File: config.mk
export PLATFORM = sky130hd
export DESIGN_NAME = bigram_table_cipher_cyrillic
export DESIGN_NICKNAME = d
export VERILOG_FILES = /design/src/sv/btc_pkg.sv /design/src/sv/bigram_table_cipher_cyrillic.sv /design/src/sv/btc_pair_calc.sv
export SDC_FILE = /design/constraint.sdc
export NUM_CORES = 1
export LEC_CHECK = 0
export BUFFER_PORTS_ARGS = -buffer_cell sky130_fd_sc_hd__buf_2
export CAP_MARGIN = 0
export CORE_ASPECT_RATIO = 0.8
export CORE_UTILIZATION = 57
export CTS_CLUSTER_DIAMETER = 40
export DETAILED_ROUTE_END_ITERATION = 8
export PLACE_DENSITY = 0.76
export SYNTH_ARGS = -nofsm -noshare
export SYNTH_HDL_FRONTEND = slang
export SYNTH_HIERARCHICAL = 1
export SYNTH_SLANG_ARGS = --single-unit
File: constraint.sdc
create_clock -name clock -period 5.5 [get_ports clock]
set_input_delay 0.275 -clock clock [delete_from_list [all_inputs] [get_ports clock]]
set_output_delay 0.275 -clock clock [all_outputs]
set_load 0.01 [all_outputs]
File: src/sv/btc_pkg.sv
// -----------------------------------------------------------------------------
// btc_pkg
// Shared types, constants and table helpers for the bigram table cipher.
// -----------------------------------------------------------------------------
package btc_pkg;

   localparam int unsigned NLET   = 33;
   localparam int unsigned NCELL  = 32;
   localparam int unsigned LW     = 6;
   localparam int unsigned CW     = 5;
   localparam logic [LW-1:0] FILLER_RESET = 6'd22;

   localparam logic [1:0] FN_KEY_LETTER = 2'd0;
   localparam logic [1:0] FN_KEY_DONE   = 2'd1;
   localparam logic [1:0] FN_TEXT       = 2'd2;
   localparam logic [1:0] FN_TEXT_END   = 2'd3;

   localparam logic [1:0] REG_TABLE_SIZE = 2'd0;
   localparam logic [1:0] REG_DIRECTION  = 2'd1;
   localparam logic [1:0] REG_FILLER     = 2'd2;

   typedef enum logic [7:0] {
      ST_IDLE  = 8'b0000_0001,
      ST_WALK  = 8'b0000_0010,
      ST_RD_A  = 8'b0000_0100,
      ST_RD_B  = 8'b0000_1000,
      ST_RD_T1 = 8'b0001_0000,
      ST_RD_T2 = 8'b0010_0000,
      ST_POST  = 8'b0100_0000,
      ST_EMIT  = 8'b1000_0000
   } state_type;

   typedef struct packed {
      logic [CW-1:0] cell_a;
      logic [CW-1:0] cell_b;
   } pair_cells_type;

   function automatic logic [LW-1:0] normalize(input logic size, input logic [LW-1:0] x);
      logic [LW-1:0] r;
      r = x;
      if (x == 6'd6) r = 6'd5;
      else if (!size && x == 6'd10) r = 6'd9;
      else if (!size && x == 6'd27) r = 6'd29;
      return r;
   endfunction

   function automatic logic [LW-1:0] walk_letter(input logic size, input logic [CW-1:0] i);
      logic [LW-1:0] r;
      logic [LW-1:0] iw;
      iw = {1'b0, i};
      if (size) begin
         r = (i < 5'd6) ? iw : iw + 6'd1;
      end else begin
         if (i < 5'd6) r = iw;
         else if (i < 5'd9) r = iw + 6'd1;
         else if (i < 5'd25) r = iw + 6'd2;
         else if (i == 5'd25) r = 6'd29;
         else if (i == 5'd26) r = 6'd28;
         else r = iw + 6'd3;
      end
      return r;
   endfunction

   function automatic logic [LW-1:0] n_cells(input logic size);
      return size ? 6'd32 : 6'd30;
   endfunction

endpackage

File: src/sv/bigram_table_cipher_cyrillic.sv
// -----------------------------------------------------------------------------
// bigram_table_cipher_cyrillic
// Bigram table cipher over Cyrillic letter codes, 5x6 or 4x8 key table.
// -----------------------------------------------------------------------------
//  channel | direction | payload
//  req_    | in        | tuser = func, tdata[5:0] = letter
//  rsp_    | out       | tdata[5:0] = out_letter, tlast = last
//  csr_    | in        | write enable, register index, data
//
//  Key letter: placed when taken. Key done: the table cells (30 or 32) are
//  walked to place the rest. Text pair: RD_A, RD_B, RD_T1, RD_T2, POST on two
//  memories, then one result transaction per cycle while rsp_tready is high.
//  Reset is synchronous; it clears placement marks, counters and text state.
//  A stalled result holds the block; no new transaction is taken meanwhile.
// -----------------------------------------------------------------------------
module bigram_table_cipher_cyrillic
   import btc_pkg::*;
(
   input  logic          clock,
   input  logic          reset,
   input  logic          req_tvalid,
   output logic          req_tready,
   input  logic [7:0]    req_tdata,   // [5:0] letter, [7:6] zero
   input  logic [1:0]    req_tuser,   // [1:0] func
   output logic          rsp_tvalid,
   input  logic          rsp_tready,
   output logic [7:0]    rsp_tdata,   // [5:0] out_letter, [7:6] zero
   output logic          rsp_tlast,
   input  logic          csr_we,
   input  logic [1:0]    csr_addr,
   input  logic [5:0]    csr_wdata
);

   logic [LW-1:0] letter_at_cell [NCELL];
   logic [CW-1:0] cell_of_letter [NLET];

   state_type     state_ff, state_in;
   logic          size_ff, size_in, dir_ff, dir_in;
   logic [LW-1:0] filler_ff, filler_in;
   logic [NLET-1:0] placed_ff, placed_in;
   logic [LW-1:0] fill_ff, fill_in;
   logic          ready_ff, ready_in;
   logic [LW-1:0] pend_ff, pend_in, held_ff, held_in, bh_ff, bh_in;
   logic          pendv_ff, pendv_in, heldv_ff, heldv_in, bhv_ff, bhv_in;
   logic [LW-1:0] a_ff, a_in, b_ff, b_in, ra_ff, ra_in;
   logic [CW-1:0] ca_ff, ca_in, t2_ff, t2_in, walk_ff, walk_in;
   logic          same_ff, same_in, end_ff, end_in, pass_ff, pass_in;
   logic [LW-1:0] out0_ff, out0_in, out1_ff, out1_in;
   logic [1:0]    cnt_ff, cnt_in;
   logic          sel_ff, sel_in;

   logic [CW-1:0] cell_rd_ff;
   logic [LW-1:0] let_rd_ff;
   logic [LW-1:0] cell_raddr;
   logic [CW-1:0] let_raddr;

   logic          place_en, place_ok;
   logic [LW-1:0] place_x, place_fill;
   logic [NLET-1:0] place_base;
   logic [63:0]   placed_ext;
   logic [63:0]   base_ext;
   logic          ok_a, ok_b;
   logic [LW-1:0] x_in, xn, fx, rb;
   logic [1:0]    n;
   logic [LW-1:0] o0, o1;
   pair_cells_type tgt;

   btc_pair_calc u_calc (
      .size   (size_ff),
      .enc    (!dir_ff),
      .cell_a (ca_ff),
      .cell_b (cell_rd_ff),
      .cells  (tgt)
   );

   assign req_tready = (state_ff == ST_IDLE);
   assign rsp_tvalid = (state_ff == ST_EMIT);
   assign rsp_tdata  = {2'b00, sel_ff ? out1_ff : out0_ff};
   assign rsp_tlast  = sel_ff || (cnt_ff == 2'd1);
   assign x_in       = req_tdata[5:0];
   assign placed_ext = {{(64-NLET){1'b0}}, placed_ff};
   assign base_ext   = {{(64-NLET){1'b0}}, place_base};
   assign ok_a = (a_ff < 6'(NLET)) && placed_ext[a_ff] && ({1'b0, ca_ff} < n_cells(size_ff));
   assign ok_b = (b_ff < 6'(NLET)) && placed_ext[b_ff]
                 && ({1'b0, cell_rd_ff} < n_cells(size_ff));
   assign cell_raddr = (state_ff == ST_RD_A) ? a_ff : b_ff;
   assign let_raddr  = (state_ff == ST_RD_T1) ? tgt.cell_a : t2_ff;
   assign place_ok   = place_en && (place_x < 6'(NLET)) && !base_ext[place_x]
                       && (place_fill < n_cells(size_ff));

   always_ff @(posedge clock) begin
      if (place_ok) begin
         letter_at_cell[place_fill[CW-1:0]] <= place_x;
         cell_of_letter[place_x] <= place_fill[CW-1:0];
      end
      cell_rd_ff <= cell_of_letter[cell_raddr];
      let_rd_ff  <= letter_at_cell[let_raddr];
   end

   always_comb begin
      state_in = state_ff;
      size_in = size_ff; dir_in = dir_ff; filler_in = filler_ff;
      placed_in = placed_ff; fill_in = fill_ff; ready_in = ready_ff;
      pend_in = pend_ff; pendv_in = pendv_ff;
      held_in = held_ff; heldv_in = heldv_ff; bh_in = bh_ff; bhv_in = bhv_ff;
      a_in = a_ff; b_in = b_ff; ra_in = ra_ff; ca_in = ca_ff; t2_in = t2_ff;
      walk_in = walk_ff; same_in = same_ff; end_in = end_ff; pass_in = pass_ff;
      out0_in = out0_ff; out1_in = out1_ff; cnt_in = cnt_ff; sel_in = sel_ff;
      place_en = 1'b0; place_x = '0; place_fill = fill_ff; place_base = placed_ff;
      xn = normalize(size_ff, x_in);
      fx = '0; rb = '0; n = '0; o0 = '0; o1 = '0;

      unique case (state_ff)
         ST_IDLE: begin
            if (req_tvalid) begin
               unique case (req_tuser)
                  FN_KEY_LETTER: begin
                     if (ready_ff) begin
                        place_base = '0; place_fill = '0;
                        placed_in = '0; fill_in = '0;
                        pendv_in = 1'b0; pend_in = '0; heldv_in = 1'b0; held_in = '0;
                        bhv_in = 1'b0; bh_in = '0; ready_in = 1'b0;
                     end
                     place_en = (x_in < 6'(NLET));
                     place_x = xn;
                  end
                  FN_KEY_DONE: begin
                     walk_in = '0;
                     state_in = ST_WALK;
                  end
                  FN_TEXT: begin
                     if (ready_ff) begin
                        if (!dir_ff) begin
                           if (x_in < 6'(NLET)) begin
                              if (!pendv_ff) begin
                                 pend_in = xn; pendv_in = 1'b1;
                              end else begin
                                 a_in = pend_ff;
                                 b_in = (pend_ff == xn) ? filler_ff : xn;
                                 same_in = (pend_ff == xn);
                                 end_in = 1'b0;
                                 state_in = ST_RD_A;
                              end
                           end
                        end else if (!pendv_ff) begin
                           pend_in = x_in; pendv_in = 1'b1;
                        end else begin
                           a_in = pend_ff; b_in = x_in;
                           same_in = 1'b0; end_in = 1'b0;
                           state_in = ST_RD_A;
                        end
                     end
                  end
                  FN_TEXT_END: begin
                     if (ready_ff) begin
                        if (!dir_ff && pendv_ff) begin
                           a_in = pend_ff; b_in = filler_ff;
                           same_in = 1'b0; end_in = 1'b1;
                           state_in = ST_RD_A;
                        end else begin
                           if (dir_ff && heldv_ff && held_ff != filler_ff) begin
                              out0_in = held_ff; cnt_in = 2'd1; sel_in = 1'b0;
                              state_in = ST_EMIT;
                           end
                           pendv_in = 1'b0; pend_in = '0; heldv_in = 1'b0; held_in = '0;
                           bhv_in = 1'b0; bh_in = '0;
                        end
                     end
                  end
                  default: ;
               endcase
            end
         end
         ST_WALK: begin
            place_en = 1'b1;
            place_x = walk_letter(size_ff, walk_ff);
            walk_in = walk_ff + 5'd1;
            if ({1'b0, walk_ff} == n_cells(size_ff) - 6'd1) begin
               ready_in = 1'b1;
               state_in = ST_IDLE;
            end
         end
         ST_RD_A: state_in = ST_RD_B;
         ST_RD_B: begin
            ca_in = cell_rd_ff;
            state_in = ST_RD_T1;
         end
         ST_RD_T1: begin
            pass_in = !(ok_a && ok_b);
            t2_in = tgt.cell_b;
            state_in = ST_RD_T2;
         end
         ST_RD_T2: begin
            ra_in = let_rd_ff;
            state_in = ST_POST;
         end
         ST_POST: begin
            fx = pass_ff ? a_ff : ra_ff;
            rb = pass_ff ? b_ff : let_rd_ff;
            if (!dir_ff) begin
               n = 2'd2; o0 = fx; o1 = rb;
               if (!same_ff || end_ff) begin
                  pendv_in = 1'b0; pend_in = '0;
               end
               if (end_ff) begin
                  heldv_in = 1'b0; held_in = '0; bhv_in = 1'b0; bh_in = '0;
               end
            end else begin
               pendv_in = 1'b0; pend_in = '0;
               if (heldv_ff) begin
                  if (!(held_ff == filler_ff && bhv_ff && bh_ff == fx)) begin
                     o0 = held_ff; n = 2'd1;
                  end
               end
               if (!(fx == filler_ff && (heldv_ff && held_ff == rb))) begin
                  if (n == 2'd1) o1 = fx;
                  else o0 = fx;
                  n = n + 2'd1;
               end
               bh_in = fx; bhv_in = 1'b1;
               held_in = rb; heldv_in = 1'b1;
            end
            out0_in = o0; out1_in = o1; cnt_in = n; sel_in = 1'b0;
            state_in = (n == 2'd0) ? ST_IDLE : ST_EMIT;
         end
         ST_EMIT: begin
            if (rsp_tready) begin
               if (rsp_tlast) state_in = ST_IDLE;
               else sel_in = 1'b1;
            end
         end
         default: state_in = ST_IDLE;
      endcase

      if (place_ok) begin
         placed_in = place_base;
         placed_in[place_x] = 1'b1;
         fill_in = place_fill + 6'd1;
      end else if (place_en) begin
         placed_in = place_base;
         fill_in = place_fill;
      end

      if (csr_we) begin
         unique case (csr_addr)
            REG_TABLE_SIZE: begin
               size_in = csr_wdata[0];
               if (csr_wdata[0] != size_ff) begin
                  placed_in = '0; fill_in = '0; ready_in = 1'b0;
                  pendv_in = 1'b0; pend_in = '0; heldv_in = 1'b0; held_in = '0;
                  bhv_in = 1'b0; bh_in = '0;
               end
            end
            REG_DIRECTION: begin
               dir_in = csr_wdata[0];
               if (csr_wdata[0] != dir_ff) begin
                  pendv_in = 1'b0; pend_in = '0; heldv_in = 1'b0; held_in = '0;
                  bhv_in = 1'b0; bh_in = '0;
               end
            end
            REG_FILLER: filler_in = csr_wdata;
            default: ;
         endcase
      end
   end

   always_ff @(posedge clock) begin
      if (reset) begin
         state_ff <= ST_IDLE;
         size_ff <= 1'b0; dir_ff <= 1'b0; filler_ff <= FILLER_RESET;
         placed_ff <= '0; fill_ff <= '0; ready_ff <= 1'b0;
         pend_ff <= '0; pendv_ff <= 1'b0; held_ff <= '0; heldv_ff <= 1'b0;
         bh_ff <= '0; bhv_ff <= 1'b0;
         cnt_ff <= '0; sel_ff <= 1'b0;
      end else begin
         state_ff <= state_in;
         size_ff <= size_in; dir_ff <= dir_in; filler_ff <= filler_in;
         placed_ff <= placed_in; fill_ff <= fill_in; ready_ff <= ready_in;
         pend_ff <= pend_in; pendv_ff <= pendv_in; held_ff <= held_in;
         heldv_ff <= heldv_in; bh_ff <= bh_in; bhv_ff <= bhv_in;
         cnt_ff <= cnt_in; sel_ff <= sel_in;
      end
      a_ff <= a_in; b_ff <= b_in; ra_ff <= ra_in; ca_ff <= ca_in; t2_ff <= t2_in;
      walk_ff <= walk_in; same_ff <= same_in; end_ff <= end_in; pass_ff <= pass_in;
      out0_ff <= out0_in; out1_ff <= out1_in;
   end

   assert property (@(posedge clock) disable iff (reset) !(req_tready && rsp_tvalid))
      else $error("input and result sides open together");
   assert property (@(posedge clock) disable iff (reset) fill_ff <= 6'd32)
      else $error("fill count past table end");
   assert property (@(posedge clock) disable iff (reset)
                    rsp_tvalid |-> (cnt_ff == 2'd1 || cnt_ff == 2'd2))
      else $error("result shown with no count");
   assert property (@(posedge clock) disable iff (reset)
                    (state_ff == ST_RD_A) |-> ready_ff)
      else $error("pair lookup before table ready");

endmodule

File: src/sv/btc_pair_calc.sv
// -----------------------------------------------------------------------------
// btc_pair_calc
// Row, column and rectangle rules on two table cells, both key sizes.
// -----------------------------------------------------------------------------
module btc_pair_calc
   import btc_pkg::*;
(
   input  logic           size,
   input  logic           enc,
   input  logic [CW-1:0]  cell_a,
   input  logic [CW-1:0]  cell_b,
   output pair_cells_type cells
);

   logic [2:0] r1, r2, c1, c2, n1, n2, m1, m2, rmax, cmax;

   function automatic logic [2:0] row_of(input logic sz, input logic [CW-1:0] c);
      logic [2:0] r;
      if (sz) r = {1'b0, c[4:3]};
      else if (c >= 5'd24) r = 3'd4;
      else if (c >= 5'd18) r = 3'd3;
      else if (c >= 5'd12) r = 3'd2;
      else if (c >= 5'd6) r = 3'd1;
      else r = 3'd0;
      return r;
   endfunction

   function automatic logic [2:0] step(input logic e, input logic [2:0] v, input logic [2:0] mx);
      logic [2:0] r;
      if (e) r = (v == mx) ? 3'd0 : v + 3'd1;
      else r = (v == 3'd0) ? mx : v - 3'd1;
      return r;
   endfunction

   function automatic logic [CW-1:0] join_rc(input logic sz, input logic [2:0] r,
                                             input logic [2:0] c);
      logic [CW-1:0] v;
      if (sz) v = {r[1:0], c};
      else v = {r, 2'b00} + {1'b0, r, 1'b0} + {2'b00, c};
      return v;
   endfunction

   always_comb begin
      rmax = size ? 3'd3 : 3'd4;
      cmax = size ? 3'd7 : 3'd5;
      r1 = row_of(size, cell_a);
      r2 = row_of(size, cell_b);
      c1 = 3'(cell_a - join_rc(size, r1, 3'd0));
      c2 = 3'(cell_b - join_rc(size, r2, 3'd0));
      n1 = r1; n2 = r2; m1 = c1; m2 = c2;
      if (r1 == r2) begin
         m1 = step(enc, c1, cmax);
         m2 = step(enc, c2, cmax);
      end else if (c1 == c2) begin
         n1 = step(enc, r1, rmax);
         n2 = step(enc, r2, rmax);
      end else begin
         m1 = c2;
         m2 = c1;
      end
      cells.cell_a = join_rc(size, n1, m1);
      cells.cell_b = join_rc(size, n2, m2);
   end

endmodule
==> results of run 1 <==
[registers in the layout, indices dropped and copies added (netlist names), 5 cells and up]
signal and cells:
t2_ff 5, let_rd_ff 6, ca_ff 5, ra_ff 6
pend_ff 6, walk_ff 5, filler_ff 6, out0_ff 6
fill_ff 6, cell_of_letter 165, held_ff 6, cell_rd_ff 5
out1_ff 6, a_ff 6, b_ff 6, placed_ff 33
bh_ff 6, state_ff 8, letter_at_cell 192
[cell families after synthesis]
group / Yosys count
flops: 496
buf+inv: 162
other cells: 1
compound gates: 313
xor+xnor: 51
mux: 178
fa+ha+maj: 52
simple gates: 546
[synthesized netlist by cell type, types with 5 or more instances]
| library cell | count | area share |
|---|---|---|
| nor2b_1 | 29 | 0.0076 |
| o21bai_1 | 5 | 0.0016 |
| or2_2 | 5 | 0.0013 |
| or3_1 | 6 | 0.0016 |
| ha_1 | 46 | 0.024 |
| and3_1 | 6 | 0.0016 |
| a311oi_1 | 5 | 0.0018 |
| a21o_1 | 12 | 0.0038 |
| o21ai_0 | 56 | 0.012 |
| a21oi_1 | 82 | 0.017 |
| nand3b_1 | 8 | 0.0025 |
| mux2_2 | 12 | 0.0057 |
| edfxtp_1 | 405 | 0.51 |
| xor2_1 | 18 | 0.0066 |
| nor4_1 | 51 | 0.013 |
| nand2b_1 | 14 | 0.0037 |
| o22ai_1 | 11 | 0.0029 |
| nor4_2 | 7 | 0.0037 |
| a211o_1 | 8 | 0.0029 |
| clkbuf_1 | 64 | 0.010 |
| a211oi_1 | 24 | 0.0075 |
| nor3_1 | 45 | 0.0094 |
| nor3b_1 | 5 | 0.0016 |
| o211ai_1 | 15 | 0.0047 |
| mux2i_1 | 55 | 0.023 |
| a31oi_1 | 8 | 0.0021 |
| xnor2_1 | 32 | 0.012 |
| nand2_1 | 168 | 0.026 |
| mux4_2 | 111 | 0.10 |
| buf_2 | 17 | 0.0036 |
| dfxtp_1 | 91 | 0.076 |
| inv_2 | 5 | 0.00078 |
| nand4_1 | 10 | 0.0026 |
| a32o_1 | 31 | 0.013 |
| buf_1 | 5 | 0.00078 |
| buf_4 | 10 | 0.0031 |
| nor2_1 | 125 | 0.020 |
| inv_1 | 52 | 0.0082 |
| buf_6 | 7 | 0.0033 |
| nand3_1 | 44 | 0.0092 |
[worst reg2reg max path, stage by stage (launching register included)]
cell      delay, ps
edfxtp_1        390
inv_1           220
ha_1            280
a21boi_1        530
mux2i_1         270
o41ai_1         140
o31ai_4         780
nand2b_1        420
a211oi_1        150
a311oi_1        290
nand4_1         120
or3_2           510
buf_4           310
nor4_1          360
buf_4           230
[worst paths after layout]
path                            to  slack (ps)
min                   filler_ff[1]          20
min reg2reg                 bhv_ff         470
max reg2reg  letter_at_cell[24][4]         210
max          letter_at_cell[24][4]         210
[per-layer routing]
layer / track usage / vias to the layer above / share of wire
met5: 0 / - / 0
met4: 0.0962 / 0 / 0.026
met3: 0.0525 / 120 / 0.10
met2: 0.424 / 894 / 0.45
met1: 0.413 / 7979 / 0.42
li1: - / 7221 / -
[cell type report]
type	count	area (µm²)
flip-flops and latches	496	14000
fillers	2842	13700
multi-input cells	1142	9350
clock buffers	59	1430
repair buffers	158	1160
well taps	544	681
clock inverters	45	502
inverters	59	221
[per-stage QoR]
stage / hold WS, ps / cells / TNS [ps] / utilization
after CTS: 2.27 / 2498 / 0 / 0.664
final: 18.9 / 2503 / 0 / 0.666
after global placement: 449 / 2389 / 0 / 0.616
after floorplan: 408 / 1800 / 0 / -
after detailed placement: 453 / 2389 / 0 / 0.616
after global routing: 54.3 / 2503 / -25.2 / 0.666
[power groups by stage]
stage / Sequential, mW / Combinational, mW / Clock [mW]
global route: 4.12 / 0.884 / 4.05
detailed placement: 4.20 / 0.781 / 0
global placement: 4.20 / 0.762 / 0
floorplan: 4.19 / 0.556 / 0
CTS: 4.12 / 0.793 / 3.91
finish: 4.12 / 0.815 / 3.87
[repair_timing]
item	CTS	global route
endpoints found under the setup margin	0	6
hold buffers	5	0
resized for setup	0	8
buffers inserted	0	4
endpoints found under the hold margin	5	0
==> results.json, run 1 <==
{
  "fin_nets": 1986,
  "crit_slowest_cell": "o31ai_4",
  "clk_pin_slew_ps": 60,
  "synth.area.mux_share": 0.133,
  "cts-root-buf": "clkbuf_16",
  "hpwlAfterDp_um": 39500,
  "clkLatencyLatePin_ps": 610,
  "r2r-start": "walk_ff[1]",
  "timing.final.crit_share": 0.961,
  "synthToLayoutAreaGrowth_pct": 14.3,
  "start_util": 0.583,
  "crit_fanout": 41,
  "crit_top_cell": "buf_4",
  "diodes": 0,
  "critPathLaunchType": "register",
  "die_w_um": 231,
  "antenna_found_initial": 0,
  "final_max_slew_viol_count": 0,
  "setup_viol": 0,
  "fin_ws_ps": 214,
  "drtAntennaViolNets": 0,
  "synthDistinctLibCells": 90,
  "async_reset_ff_frac": 0,
  "dieArea_um2": 42800,
  "final_common_cell": "edfxtp_1",
  "io_pins": 34,
  "synth_warnings": 6,
  "power_frac_clock": 0.440,
  "routed_wl_um": 59200,
  "p_leak_nw": 9.76,
  "cts_max_level": 2,
  "rows": 66,
  "cts_inserted_buffers": 56,
  "cp_num_cells": 14,
  "crit_chain": "inv_1 -> ha_1 -> a21boi_1 -> mux2i_1 -> o41ai_1 -> o31ai_4 -> nand2b_1 -> a211oi_1 -> a311oi_1 -> nand4_1 -> or3_2 -> buf_4 -> nor4_1 -> buf_4",
  "grt_pass1_vias": 15700,
  "synthAdderAreaFrac": 0.0284,
  "finalPower_mw": 8.81,
  "overflow": 0,
  "hold_depth": 4,
  "cts.path.max_buffers": 3,
  "synthXorXnorAreaFrac": 0.0190,
  "drive_gt1_frac": 0.217,
  "hp-start": "csr_wdata[1]",
  "ys_ff_latch": 496,
  "ys_seq_area_frac": 0.585,
  "synth_top_family_by_area": "multiplexers",
  "vdd_ir_drop_max_mv": 0.250,
  "placed_area_um2": 25300,
  "arrival_ps": 5610,
  "drtIter0Drc": 2027,
  "viasPerCell": 6.48,
  "fmax_ghz": 0.189,
  "status": "complete, no violations",
  "postSynthCellCount": 1799,
  "worstMarginPinSlew_ps": 1190,
  "seqPwrFrac": 0.468,
  "powerDensity_nw_per_um2": 322,
  "syn_area_per_cell_um2": 13.3,
  "critical_path_class": "register to register",
  "synth_ff_type": "edfxtp_1",
  "critPathBufInv": 3,
  "holdCritPathClass": "input pin to register",
  "fin_crit_ps": 5290,
  "p_int_mw": 6.63,
  "synth_area_um2": 23900,
  "worst_ep_required_time_ps": 5820,
  "fin_skew_ps": 17.5,
  "cts_tree": "built",
  "max_stage_delay_ps": 780,
  "mostFrequentLayoutCells": "edfxtp_1, nand2_1, nor2_1",
  "slew_headroom": 0.205,
  "startpoint": "walk_ff[1]",
  "grt_max_degree": 49,
  "grt_usage": 0.282,
  "port_buffers": 29,
  "sw_frac_of_total": 0.248,
  "clkSinkCount": 496,
  "p_sw_mw": 2.18,
  "first_pass_iters": 6,
  "end_kind": "register",
  "comb_power_share": 0.093,
  "synth-simple-area-share": 0.112,
  "synth_compound_area_frac": 0.0921,
  "gp_congestion": 0.939,
  "fp.coreArea_um2": 41000,
  "hold_viol_final": 0,
  "dp_slack_ps": 71.9,
  "r2r_cells": 14,
  "crit_family": "compound AO/OA/AOI/OAI gates",
  "maxCapViolCount": 0,
  "remaining_drc_errors": 0,
  "grt_pass1_wl_um": 91200,
  "vias": 16200,
  "die_y_um": 185,
  "routedWlPerCell_um": 23.6,
  "stdcell_area_um2": 27300,
  "synth_edf_count": 405
}
Power figures use the tool's default switching activity.
==> run 2: changes to the inputs <==
==> constraint.sdc (replaced) <==
create_clock -name clock -period 5.5 [get_ports clock]
set_input_delay 0.825 -clock clock [delete_from_list [all_inputs] [get_ports clock]]
set_output_delay 0.825 -clock clock [all_outputs]
set_load 0.01 [all_outputs]
==> run 2 against run 1 <==
Compared with the run above: total power decreased by 0.81%; flip-flop and latch count unchanged; non-clock buffer count increased by 10; count of clock-buffer cells in the layout unchanged; cell count increased by 0.32%; fmax decreased by 0.22%; setup slack got worse by 12 ps; design area increased by 0.15%; largest cell class unchanged; combinational power increased by 1%; register-to-register slack about the same; clock power decreased by 2%; highest routed layer is now met5; largest power group unchanged.
==> results.json, run 2 (same netlist as run 1, synthesis figures left out) <==
{
  "status": "complete, no violations",
  "r2r_cells": 14,
  "die_y_um": 185,
  "fill_cells": 2814,
  "crit_family": "compound AO/OA/AOI/OAI gates",
  "slew_headroom": 0.0509,
  "cts_inserted_buffers": 54,
  "multi_input_area_um2": 9340,
  "overflow": 0,
  "max_stage_delay_ps": 670,
  "mostFrequentLayoutCells": "edfxtp_1, nand2_1, buf_4",
  "reg2reg_to": "letter_at_cell[23][3]",
  "cts-root-buf": "clkbuf_16",
  "clkLatencyLatePin_ps": 620,
  "fin_crit_ps": 5300,
  "end_kind": "register",
  "hold_depth": 3,
  "grt_pass1_wl_um": 91300,
  "io_pins": 34,
  "finish.utilization": 0.667,
  "r2r_slack_ps": 200,
  "grt_pass1_vias": 15800,
  "final_max_slew_viol_count": 0,
  "hp-start": "csr_wdata[3]",
  "stdcell_area_um2": 27400,
  "dieArea_um2": 42800,
  "cts_max_level": 2,
  "fp.coreArea_um2": 41000,
  "synthToLayoutAreaGrowth_pct": 14.5,
  "drtIter0Drc": 2185,
  "drtAntennaViolNets": 0,
  "fmax_ghz": 0.189,
  "die_w_um": 231,
  "arrival_ps": 5630,
  "antenna_found_initial": 1,
  "start_util": 0.583,
  "p_leak_nw": 9.81,
  "cts.path.max_buffers": 3,
  "port_buffers": 29,
  "crit_slowest_cell": "o31ai_4",
  "final_common_cell": "edfxtp_1",
  "timing.final.crit_share": 0.963,
  "viasPerCell": 6.55,
  "crit_fanout": 32,
  "finalPower_mw": 8.74,
  "grt_max_degree": 49,
  "worst_ep_required_time_ps": 5830,
  "setup_viol": 0,
  "hpwlAfterDp_um": 39700,
  "r2r-start": "walk_ff[1]",
  "routed_wl_um": 60500,
  "routedWlPerCell_um": 24.1,
  "holdCritPathClass": "input pin to register",
  "grt_usage": 0.282,
  "cts_tree": "built",
  "whs_endpoint": "filler_ff[3]",
  "drive_gt1_frac": 0.222,
  "critical_path_class": "register to register",
  "rsz0062_at_grt": "no",
  "fin_skew_ps": 35.3,
  "diodes": 0,
  "largest_reg_flops": 192,
  "crit_chain": "inv_1 -> ha_1 -> a21boi_1 -> mux2i_1 -> o41ai_2 -> o31ai_4 -> nand2b_1 -> a211oi_1 -> a311oi_1 -> nand4_1 -> or3_2 -> buf_12 -> nor4_1 -> buf_4",
  "clkSinkCount": 496,
  "seqCellArea_um2": 14000,
  "worstMarginPinSlew_ps": 1420,
  "gp_congestion": 0.944,
  "placed_area_um2": 25400,
  "rows": 66,
  "critPathBufInv": 3,
  "maxCapViolCount": 0,
  "fin_setup_tns_ps": 0,
  "critPathLaunchType": "register",
  "clk_pin_slew_ps": 70,
  "remaining_drc_errors": 0,
  "first_pass_iters": 6,
  "vdd_ir_drop_max_mv": 0.256,
  "hold_viol_final": 0,
  "powerDensity_nw_per_um2": 319,
  "fin_nets": 1995,
  "vias": 16400
}
run 2: changes by cell type in the layout (fill, tap and decap cells not counted), moves of 4 or more:
cell / previous run / this run
dlygate4sd3_1: 5 / 0
clkinv_1: 11 / 6
inv_6: 4 / 8
buf_4: 119 / 133
run 2: repair_timing:
item | 4_1_cts | 5_1_grt
setup buffers | 0 | 4
resized for setup | 0 | 2
hold buffers | 0 | 0
setup endpoints to repair | 0 | 70
run 2: worst max-delay path by stage:
stage / startpoint / to / slack (ps) / depth (start not counted)
after floorplan: size_ff / let_rd_ff[0] / 60 / 24
after global placement: ca_ff[4] / let_rd_ff[5] / 340 / 23
after detailed placement: ca_ff[4] / let_rd_ff[0] / 200 / 23
after CTS: ca_ff[4] / let_rd_ff[3] / 200 / 22
after global routing: walk_ff[1] / letter_at_cell[27][3] / 40 / 14
final: walk_ff[1] / letter_at_cell[23][3] / 200 / 14
run 2: area by class of cell:
class | count | area share
clock buffers | 59 | 0.0500
clock inverters | 42 | 0.0189
inverters | 59 | 0.00809
multi-input cells | 1143 | 0.341
flip-flops and latches | 496 | 0.511
well taps | 544 | 0.0249
repair buffers | 168 | 0.0462
run 2: worst reg2reg max path, stage by stage (launching register included):
cell      delay (ps)
edfxtp_1         380
inv_1            210
ha_1             300
a21boi_1         570
mux2i_1          310
o41ai_2          210
o31ai_4          670
nand2b_1         350
a211oi_1         140
a311oi_1         250
nand4_1          120
or3_2            620
buf_12           230
nor4_1           410
buf_4            250
run 2: per-layer routing:
layer  track usage  up-vias  routed length [µm]
met5             0        -                  16
met4         0.101        2                1780
met3        0.0517      141                6030
met2         0.440      906               27600
met1         0.399     8176               25000
li1              -     7223                   -
run 2: through the flow:
step	hold slack, ps	setup slack [ps]	cells
finish	457	203	2511
global route	484	35.9	2511
CTS	445	196	2506
detailed placement	458	196	2405
global placement	455	337	2405
floorplan	408	60.4	1800
run 2: power by group:
| group | leakage, nW | internal [mW] | total, mW | switching (mW) |
|---|---|---|---|---|
| Clock | 0.916 | 2.19 | 3.79 | 1.60 |
| Combinational | 4.20 | 0.276 | 0.825 | 0.549 |
| Sequential | 4.70 | 4.09 | 4.12 | 0.0318 |
| Total | 9.81 | 6.55 | 8.74 | 2.18 |
